===== src/md4_pkg.sv =====
// MD4 hash engine package: state type, MD4 constants and small helper functions.
// Used by the step unit and the top level; depends on nothing else.
`default_nettype none

package md4_pkg;

  typedef enum logic [2:0] {
    ST_IDLE,
    ST_PAD,
    ST_PREP,
    ST_COMP,
    ST_ADD,
    ST_RESULT
  } md4_state_e;

  localparam logic [31:0] INIT_A   = 32'h67452301;
  localparam logic [31:0] INIT_B   = 32'hefcdab89;
  localparam logic [31:0] INIT_C   = 32'h98badcfe;
  localparam logic [31:0] INIT_D   = 32'h10325476;
  localparam logic [31:0] K_ROUND2 = 32'h5A827999;
  localparam logic [31:0] K_ROUND3 = 32'h6ED9EBA1;
  localparam logic [31:0] PAD_WORD = 32'h00000080;

  localparam logic [1:0] RND_F = 2'd0;
  localparam logic [1:0] RND_G = 2'd1;
  localparam logic [1:0] RND_H = 2'd2;

  localparam logic [5:0] LAST_STEP = 6'd47;
  localparam logic [3:0] LEN_SLOT  = 4'd14;
  localparam logic [3:0] TOP_SLOT  = 4'd15;
  localparam logic [2:0] FULL_BYTES = 3'd4;

  // Message word used by a compression step.
  function automatic logic [3:0] msg_index(input logic [5:0] step);
    logic [3:0] j;
    logic [3:0] idx;
    j = step[3:0];
    case (step[5:4])
      RND_F:   idx = j;
      RND_G:   idx = {j[1:0], j[3:2]};
      RND_H:   idx = {j[0], j[1], j[2], j[3]};
      default: idx = j;
    endcase
    return idx;
  endfunction

  // Left rotate amount of a step.
  function automatic logic [4:0] shift_amt(input logic [1:0] rnd, input logic [1:0] j);
    logic [4:0] s;
    s = 5'd3;
    case (rnd)
      RND_F: begin
        case (j)
          2'd0:    s = 5'd3;
          2'd1:    s = 5'd7;
          2'd2:    s = 5'd11;
          default: s = 5'd19;
        endcase
      end
      RND_G: begin
        case (j)
          2'd0:    s = 5'd3;
          2'd1:    s = 5'd5;
          2'd2:    s = 5'd9;
          default: s = 5'd13;
        endcase
      end
      default: begin
        case (j)
          2'd0:    s = 5'd3;
          2'd1:    s = 5'd9;
          2'd2:    s = 5'd11;
          default: s = 5'd15;
        endcase
      end
    endcase
    return s;
  endfunction

  // Final data word: keeps the valid low bytes and puts the pad byte after them; a full word is kept as is.
  function automatic logic [31:0] tail_word(input logic [31:0] data, input logic [2:0] nbytes);
    logic [31:0] w;
    case (nbytes)
      3'd0:    w = 32'h00000080;
      3'd1:    w = {16'h0000, 8'h80, data[7:0]};
      3'd2:    w = {8'h00, 8'h80, data[15:0]};
      3'd3:    w = {8'h80, data[23:0]};
      default: w = data;
    endcase
    return w;
  endfunction

endpackage

`default_nettype wire


===== src/md4_ram.sv =====
// Generic single-port-write, single-port-read RAM with registered read data.
// Holds the MD4 message block; no dependencies.
`default_nettype none

module md4_ram #(
  parameter int WIDTH = 32,
  parameter int DEPTH = 16
) (
  input  wire                       clk_i,
  input  wire                       we_i,
  input  wire  [$clog2(DEPTH)-1:0]  waddr_i,
  input  wire  [WIDTH-1:0]          wdata_i,
  input  wire  [$clog2(DEPTH)-1:0]  raddr_i,
  output logic [WIDTH-1:0]          rdata_o
);

  logic [WIDTH-1:0] mem_q [DEPTH];

  always_ff @(posedge clk_i) begin
    if (we_i) begin
      mem_q[waddr_i] <= wdata_i;
    end
    rdata_o <= mem_q[raddr_i];
  end

endmodule

`default_nettype wire


===== src/md4_step.sv =====
// One MD4 compression step: round function, constant add and left rotate.
// Depends on md4_pkg for round codes and the rotate table.
`default_nettype none

module md4_step (
  input  wire  [31:0] a_i,
  input  wire  [31:0] b_i,
  input  wire  [31:0] c_i,
  input  wire  [31:0] d_i,
  input  wire  [31:0] m_i,
  input  wire  [5:0]  step_i,
  output logic [31:0] a_o
);

  logic [31:0] f;
  logic [31:0] k;
  logic [31:0] sum;
  logic [63:0] rot;
  logic [4:0]  amt;

  always_comb begin
    case (step_i[5:4])
      md4_pkg::RND_F: begin
        f = d_i ^ (b_i & (c_i ^ d_i));
        k = 32'h0;
      end
      md4_pkg::RND_G: begin
        f = (b_i & c_i) | (b_i & d_i) | (c_i & d_i);
        k = md4_pkg::K_ROUND2;
      end
      default: begin
        f = b_i ^ c_i ^ d_i;
        k = md4_pkg::K_ROUND3;
      end
    endcase
    amt = md4_pkg::shift_amt(step_i[5:4], step_i[1:0]);
    sum = a_i + f + m_i + k;
    rot = {sum, sum} << amt;
    a_o = rot[63:32];
  end

endmodule

`default_nettype wire


===== src/md4_hash_engine.sv =====
// MD4 hash engine top level: sequencer, chaining and working registers, padding.
// Depends on md4_pkg, md4_ram and md4_step.
`default_nettype none

// A full non-last data word is taken while the input is ready. Every sixteenth word starts a
// block compression (a load of the working registers, 48 MD4 steps through the single
// step unit at one step a cycle, one chain add), during which the input is not ready.
// A last word writes the padding and length one word per cycle and runs one or two
// compressions before the digest beat is offered. A short non-last word is dropped
// and answered with an error beat whose digest is zero. The result sits in an output
// register, so the next message may start while a digest waits to be taken.
module md4_hash_engine (
  input  wire          clk_i,
  input  wire          rst_ni,
  input  wire          s_axis_tvalid,
  output logic         s_axis_tready,
  input  wire  [39:0]  s_axis_tdata,   // [31:0] data_word, [34:32] bytes_valid, rest zero
  input  wire          s_axis_tlast,   // last_word
  output logic         m_axis_tvalid,
  input  wire          m_axis_tready,
  output logic [127:0] m_axis_tdata,   // [63:0] digest_low, [127:64] digest_high
  output logic         m_axis_tuser    // error
);

  md4_pkg::md4_state_e state_q, state_d;

  logic [31:0] chain_q [4];
  logic [31:0] wa_q, wb_q, wc_q, wd_q;
  logic [63:0] byte_total_q;
  logic [3:0]  fill_q;
  logic [5:0]  step_q;
  logic        pad80_q, len_hi_q, final_q, closing_q, err_q;
  logic        out_valid_q, out_err_q;
  logic [63:0] out_low_q, out_high_q;

  logic        accept;
  logic [31:0] in_word;
  logic [2:0]  in_bytes;
  logic        short_word;
  logic        push;
  logic [31:0] push_word;
  logic [3:0]  raddr;
  logic [31:0] rdata;
  logic [31:0] step_out;
  logic [63:0] bit_len;
  logic [5:0]  step_next;
  logic        slot_free;

  assign in_word    = s_axis_tdata[31:0];
  assign in_bytes   = (s_axis_tdata[34:32] > md4_pkg::FULL_BYTES) ? md4_pkg::FULL_BYTES
                                                                  : s_axis_tdata[34:32];
  assign accept     = s_axis_tvalid && s_axis_tready;
  assign short_word = !s_axis_tlast && (in_bytes != md4_pkg::FULL_BYTES);
  assign bit_len    = {byte_total_q[60:0], 3'b000};
  assign step_next  = step_q + 6'd1;
  assign slot_free  = !out_valid_q || m_axis_tready;

  assign s_axis_tready = (state_q == md4_pkg::ST_IDLE);
  assign m_axis_tvalid = out_valid_q;
  assign m_axis_tdata  = {out_high_q, out_low_q};
  assign m_axis_tuser  = out_err_q;

  // Next state.
  always_comb begin
    state_d = state_q;
    case (state_q)
      md4_pkg::ST_IDLE: begin
        if (accept) begin
          if (short_word) begin
            state_d = md4_pkg::ST_RESULT;
          end else if (fill_q == md4_pkg::TOP_SLOT) begin
            state_d = md4_pkg::ST_PREP;
          end else if (s_axis_tlast) begin
            state_d = md4_pkg::ST_PAD;
          end
        end
      end
      md4_pkg::ST_PAD: begin
        if (fill_q == md4_pkg::TOP_SLOT) begin
          state_d = md4_pkg::ST_PREP;
        end
      end
      md4_pkg::ST_PREP: state_d = md4_pkg::ST_COMP;
      md4_pkg::ST_COMP: begin
        if (step_q == md4_pkg::LAST_STEP) begin
          state_d = md4_pkg::ST_ADD;
        end
      end
      md4_pkg::ST_ADD: begin
        if (final_q) begin
          state_d = md4_pkg::ST_RESULT;
        end else if (closing_q) begin
          state_d = md4_pkg::ST_PAD;
        end else begin
          state_d = md4_pkg::ST_IDLE;
        end
      end
      md4_pkg::ST_RESULT: begin
        if (slot_free) begin
          state_d = md4_pkg::ST_IDLE;
        end
      end
      default: state_d = md4_pkg::ST_IDLE;
    endcase
  end

  // Block store write and read control.
  always_comb begin
    push      = 1'b0;
    push_word = 32'h0;
    raddr     = md4_pkg::msg_index(step_next);
    case (state_q)
      md4_pkg::ST_IDLE: begin
        push      = accept && !short_word;
        push_word = s_axis_tlast ? md4_pkg::tail_word(in_word, in_bytes) : in_word;
      end
      md4_pkg::ST_PAD: begin
        push = 1'b1;
        if (pad80_q) begin
          push_word = md4_pkg::PAD_WORD;
        end else if (len_hi_q) begin
          push_word = bit_len[63:32];
        end else if (fill_q == md4_pkg::LEN_SLOT) begin
          push_word = bit_len[31:0];
        end
      end
      md4_pkg::ST_PREP: raddr = md4_pkg::msg_index(6'd0);
      default: ;
    endcase
  end

  md4_ram #(
    .WIDTH(32),
    .DEPTH(16)
  ) u_block (
    .clk_i   (clk_i),
    .we_i    (push),
    .waddr_i (fill_q),
    .wdata_i (push_word),
    .raddr_i (raddr),
    .rdata_o (rdata)
  );

  md4_step u_step (
    .a_i    (wa_q),
    .b_i    (wb_q),
    .c_i    (wc_q),
    .d_i    (wd_q),
    .m_i    (rdata),
    .step_i (step_q),
    .a_o    (step_out)
  );

  // Control and chaining state.
  always_ff @(posedge clk_i or negedge rst_ni) begin
    if (!rst_ni) begin
      state_q      <= md4_pkg::ST_IDLE;
      chain_q[0]   <= md4_pkg::INIT_A;
      chain_q[1]   <= md4_pkg::INIT_B;
      chain_q[2]   <= md4_pkg::INIT_C;
      chain_q[3]   <= md4_pkg::INIT_D;
      byte_total_q <= 64'h0;
      fill_q       <= 4'h0;
      step_q       <= 6'h0;
      pad80_q      <= 1'b0;
      len_hi_q     <= 1'b0;
      final_q      <= 1'b0;
      closing_q    <= 1'b0;
      err_q        <= 1'b0;
      out_valid_q  <= 1'b0;
    end else begin
      state_q <= state_d;
      if (push) begin
        fill_q <= fill_q + 4'd1;
      end
      if (state_q == md4_pkg::ST_RESULT && slot_free) begin
        out_valid_q <= 1'b1;
      end else if (m_axis_tready) begin
        out_valid_q <= 1'b0;
      end
      case (state_q)
        md4_pkg::ST_IDLE: begin
          if (accept) begin
            if (short_word) begin
              err_q <= 1'b1;
            end else begin
              byte_total_q <= byte_total_q + {61'h0, in_bytes};
              if (s_axis_tlast) begin
                closing_q <= 1'b1;
                pad80_q   <= (in_bytes == md4_pkg::FULL_BYTES);
              end
            end
          end
        end
        md4_pkg::ST_PAD: begin
          if (pad80_q) begin
            pad80_q <= 1'b0;
          end else if (len_hi_q) begin
            len_hi_q <= 1'b0;
            final_q  <= 1'b1;
          end else if (fill_q == md4_pkg::LEN_SLOT) begin
            len_hi_q <= 1'b1;
          end
        end
        md4_pkg::ST_PREP: step_q <= 6'h0;
        md4_pkg::ST_COMP: begin
          step_q <= (step_q == md4_pkg::LAST_STEP) ? 6'h0 : step_next;
        end
        md4_pkg::ST_ADD: begin
          chain_q[0] <= chain_q[0] + wa_q;
          chain_q[1] <= chain_q[1] + wb_q;
          chain_q[2] <= chain_q[2] + wc_q;
          chain_q[3] <= chain_q[3] + wd_q;
        end
        md4_pkg::ST_RESULT: begin
          if (slot_free) begin
            if (err_q) begin
              err_q <= 1'b0;
            end else begin
              chain_q[0]   <= md4_pkg::INIT_A;
              chain_q[1]   <= md4_pkg::INIT_B;
              chain_q[2]   <= md4_pkg::INIT_C;
              chain_q[3]   <= md4_pkg::INIT_D;
              byte_total_q <= 64'h0;
              fill_q       <= 4'h0;
              closing_q    <= 1'b0;
              final_q      <= 1'b0;
            end
          end
        end
        default: ;
      endcase
    end
  end

  // Working registers rotate (a, b, c, d) <- (d, new, b, c) every step; the result beat is captured here too.
  always_ff @(posedge clk_i) begin
    case (state_q)
      md4_pkg::ST_PREP: begin
        wa_q <= chain_q[0];
        wb_q <= chain_q[1];
        wc_q <= chain_q[2];
        wd_q <= chain_q[3];
      end
      md4_pkg::ST_COMP: begin
        wa_q <= wd_q;
        wb_q <= step_out;
        wc_q <= wb_q;
        wd_q <= wc_q;
      end
      default: ;
    endcase
    if (state_q == md4_pkg::ST_RESULT && slot_free) begin
      out_err_q  <= err_q;
      out_low_q  <= err_q ? 64'h0 : {chain_q[1], chain_q[0]};
      out_high_q <= err_q ? 64'h0 : {chain_q[3], chain_q[2]};
    end
  end

endmodule

`default_nettype wire


===== config.mk =====
export PLATFORM = sky130hd
export DESIGN_NAME = md4_hash_engine
export DESIGN_NICKNAME = d
export VERILOG_FILES = /design/src/md4_pkg.sv /design/src/md4_ram.sv /design/src/md4_step.sv /design/src/md4_hash_engine.sv
export SDC_FILE = /design/constraint.sdc
export NUM_CORES = 2
export LEC_CHECK = 0
export ABC_CLOCK_PERIOD_IN_PS = 10800
export BUFFER_PORTS_ARGS = -buffer_cell sky130_fd_sc_hd__buf_4
export CAP_MARGIN = 25
export CORE_AREA = 2 2 329 493
export DETAILED_ROUTE_END_ITERATION = 10
export DIE_AREA = 0 0 331 495
export HOLD_SLACK_MARGIN = 0.08
export PLACE_DENSITY = 0.47
export RECOVER_POWER = 25
export SLEW_MARGIN = 10
export SYNTH_ARGS = -nofsm -noshare
export SYNTH_HDL_FRONTEND = slang
export SYNTH_SLANG_ARGS = --single-unit

===== constraint.sdc =====
create_clock -name clk_i -period 10.8 [get_ports clk_i]
set_input_delay 0.54 -clock clk_i [delete_from_list [all_inputs] [get_ports clk_i]]
set_output_delay 0.54 -clock clk_i [all_outputs]
set_load 0.01 [all_outputs]

==> flow_summary.toml <==
[status]
outcome = "complete, but fails checks"
violations_in_the_final_reports = "capacitance limit, slew limit"

[power_and_ir_drop]
share_clk_of_total_power_pct = 47.5
power.share.sequential_pct = 52.1
power.ir.vdd_worst_uv = 117
switching_share_pct = 20.6
power.internal_mw = 6.30
total_power_mw = 7.94
power_density_nw_per_um2 = 131
power.leakage_nw = 23.2
p_switching_mw = 1.64
share_comb_of_total_power_pct = 0.5

[placed_design]
place_hpwl_um = 121000
port_buffers = 170
globalplace.congestion = 0.906

[timing]
setup_tns_ns = 0
worst-slew-pin-transition_ns = 4.87
portion_of_the_clock_cycle_consumed_by_the_worst_path_in_the_final_layout_pct = 72.4
max_freq_ghz = 0.128
hold_viol_final = 0
timing.final.crit_period_ns = 7.82
timing.max_slew.rel_slack_pct = -225
drv_slew = 418
grt_setup_unrepaired = "no"
clock-skew-final_ns = 0.0331
setup_viol = 0

[yosys]
synth_common_cells = "sky130_fd_sc_hd__nand2_1 (1125), sky130_fd_sc_hd__edfxtp_1 (769), sky130_fd_sc_hd__nor2_1 (349)"
synth_async_sr_flop_share_pct = 20.6
synthesis.instances = 5197
synth.cell_area_um2 = 53900
yosysMostFrequentCell = "sky130_fd_sc_hd__nand2_1"
synth.area.top_cells = "sky130_fd_sc_hd__edfxtp_1 (43%), sky130_fd_sc_hd__nand2_1 (7.8%), sky130_fd_sc_hd__dfrtp_1 (6.7%)"
sequential_area_share_after_synthesis_pct = 53.8
edff_count_synth = 769
synth_fp_nets = 5543
synth_top_area_cell = "sky130_fd_sc_hd__edfxtp_1"
yosys.cell_types.count = 108
post-synth-top-area-fraction_pct = 42.8
synth.yosys.warnings = 0
synth.avg_cell_area_um2 = 10.4
synth_ff_type = "sky130_fd_sc_hd__edfxtp_1"
yosys_register_bits = 1009

[worst_setup_path]
largest_driver_fanout_on_the_critical_path = 129
worst_setup_path_start_kind = "input port"
timing.critical_path.slowest_cell_delay_ns = 3.38
critical_path.endpoint_type = "asynchronous set/reset pin"
cp.arrival_ns = 7.83
worst-r2r-setup-slack_ns = 3.30
critical_path_required_ns = 10.81
critPathKind = "input port to asynchronous set/reset pin"
crit_path_cell_trace = "dlygate4sd3_1, clkbuf_1, clkbuf_2"
crit_path_top_delay_cell = "sky130_fd_sc_hd__clkbuf_1"

[floorplan]
ports = 176
initial_core_utilization_pct = 33.7
die_height_um = 495
dieWidth_um = 331
num_rows = 180
floorplan.die_area_um2 = 164000
design.core.area_um2 = 160000

[clock_tree]
cts_resized = 0
cts.sink_count = 1009
clock_insertion_delay_worst_skew_ns = 0.75
post-cts-setup-buffers = 0
cts_hold_repair.buffers = 3
clk_transition_reported_paths_ns = 0.06
clockBufferDepth = 3
h-tree-depth = 3
cts_inserted_buffers = 102
clock_tree_from_tritoncts = "built"
clock-root-buffer = "sky130_fd_sc_hd__clkbuf_16"

[cells_and_area]
finish.net_count = 5612
drive_above_1_share_pct = 7.90
area_growth_syn_to_layout_pct = 12.1
finalCoreUtilization_pct = 37.8

[route]
remaining_drc_errors = 0
detail_route.first_pass.iterations = 7
drt-vias-per-instance = 5.33
totalWireLength_um = 176000
wl_per_cell_um = 23.6
post_route_ant_nets = 0
detail_route.iter0.violations = 2915
num_vias = 39700

[run]
max_cap_viols = 5

[hold_path]
hold_class = "input port to register"

[global_routing]
antenna_violations_before_repair = 3
globalRoute.totalOverflow = 0
global_route_wire_length_before_repair_um = 258000
first_global_vias = 39100
largest_net_degree_at_the_start_of_global_routing = 159
grt_util_all_layers_pct = 21.2
## cells by family after synthesis
kind of cell / after synthesis / synth area share (%)
flops: 1009 / 53.8
fa+ha+maj: 301 / 7.82
simple gates: 2129 / 17.6
compound gates: 1112 / 13.9
buf+inv: 431 / 3.27
mux: 31 / 0.664
xor+xnor: 184 / 2.99
## power by group through the flow
stage	registers [mW]	clock network (mW)	logic [mW]
2_1_floorplan	4.21	0	0.00536
3_3_place_gp	4.21	0	0.0402
3_5_place_dp	4.21	0	0.0400
4_1_cts	4.13	3.86	0.0409
5_1_grt	4.13	3.99	0.0428
6_report	4.13	3.77	0.0381
## final timing paths
check                                  start               to  depth (start not counted)
worst max-delay path                  rst_ni      chain_q[84]                          3
worst min-delay path            s_axis_tlast            err_q                          4
worst max register to register     step_q[5]         wb_q[29]                         21
worst min register to register  chain_q[127]     chain_q[127]                          1
max in group clk_i                 step_q[5]         wb_q[29]                         21
min in group asynchronous             rst_ni  byte_total_q[9]                          2
## placed cells by master, fill, tap and decap left out, types with 25 or more instances in the layout
| cell | netlist | layout |
|---|---|---|
| sky130_fd_sc_hd__a211oi_1 | 84 | 83 |
| sky130_fd_sc_hd__edfxtp_1 | 769 | 769 |
| sky130_fd_sc_hd__nand2b_1 | 28 | 28 |
| sky130_fd_sc_hd__a311oi_1 | 67 | 67 |
| sky130_fd_sc_hd__dfrtp_1 | 144 | 143 |
| sky130_fd_sc_hd__nand3_1 | 185 | 185 |
| sky130_fd_sc_hd__inv_1 | 154 | 151 |
| sky130_fd_sc_hd__a21oi_1 | 250 | 249 |
| sky130_fd_sc_hd__nor3_1 | 48 | 44 |
| sky130_fd_sc_hd__and3_1 | 133 | 133 |
| sky130_fd_sc_hd__nand2_1 | 1125 | 1123 |
| sky130_fd_sc_hd__ha_1 | 241 | 241 |
| sky130_fd_sc_hd__dfstp_2 | 64 | 64 |
| sky130_fd_sc_hd__xor2_1 | 107 | 107 |
| sky130_fd_sc_hd__clkbuf_1 | 203 | 157 |
| sky130_fd_sc_hd__a31oi_1 | 99 | 99 |
| sky130_fd_sc_hd__xnor2_1 | 77 | 77 |
| sky130_fd_sc_hd__nor2b_1 | 145 | 144 |
| sky130_fd_sc_hd__a21o_1 | 72 | 72 |
| sky130_fd_sc_hd__fa_1 | 60 | 60 |
| sky130_fd_sc_hd__o211ai_1 | 25 | 25 |
| sky130_fd_sc_hd__o21ai_0 | 216 | 214 |
| sky130_fd_sc_hd__a221oi_1 | 32 | 32 |
| sky130_fd_sc_hd__o21a_1 | 26 | 25 |
| sky130_fd_sc_hd__clkbuf_16 | 0 | 106 |
| sky130_fd_sc_hd__buf_4 | 7 | 99 |
| sky130_fd_sc_hd__dfxtp_1 | 32 | 32 |
| sky130_fd_sc_hd__nor2_1 | 349 | 335 |
## stage by stage
step / area, um^2 / hold slack [ns] / cells / setup WS (ns)
after floorplan: 53900 / 0.244 / 5197 / 5.31
after global placement: 57400 / 0.497 / 7250 / 3.44
after detailed placement: 57400 / 0.501 / 7250 / 3.42
after CTS: 61000 / 0.160 / 7447 / 3.39
after global routing: 60400 / 0.285 / 7450 / 1.69
final: 60400 / 0.246 / 7450 / 2.98
## worst max-delay path: cells and delay by family
| family | cells | cell delay (ns) |
|---|---|---|
| buffers and inverters | 3 | 6.89 |
## area by class of cell
type	instances	area (um^2)
Clock inverter	61	729
Multi-Input combinational cell	3757	23400
Fill cell	15900	99500
Antenna cell	1	2.50
Sequential cell	1009	29000
Timing Repair Buffer	240	1330
Clock buffer	133	2800
Inverter	156	592
Tap cell	2093	2620
## metal layers
metal	vias up	GRT usage, %	wire [um]
li1	18900	-	-
met1	19600	24.8	69800
met2	945	38.0	89800
met3	252	2.12	6230
met4	0	11.1	9730
met5	-	0	0
## state kept, by name (all words and copies together), names as in the netlist, 3 cells and up
signal,count
wc_q,32
out_high_q,64
fill_q,4
state_q,3
byte_total_q,61
wd_q,32
u_block.mem_q,512
step_q,6
wb_q,32
wa_q,32
u_block.rdata_o,32
chain_q,128
out_low_q,64
(Power assumes the default switching activity.)
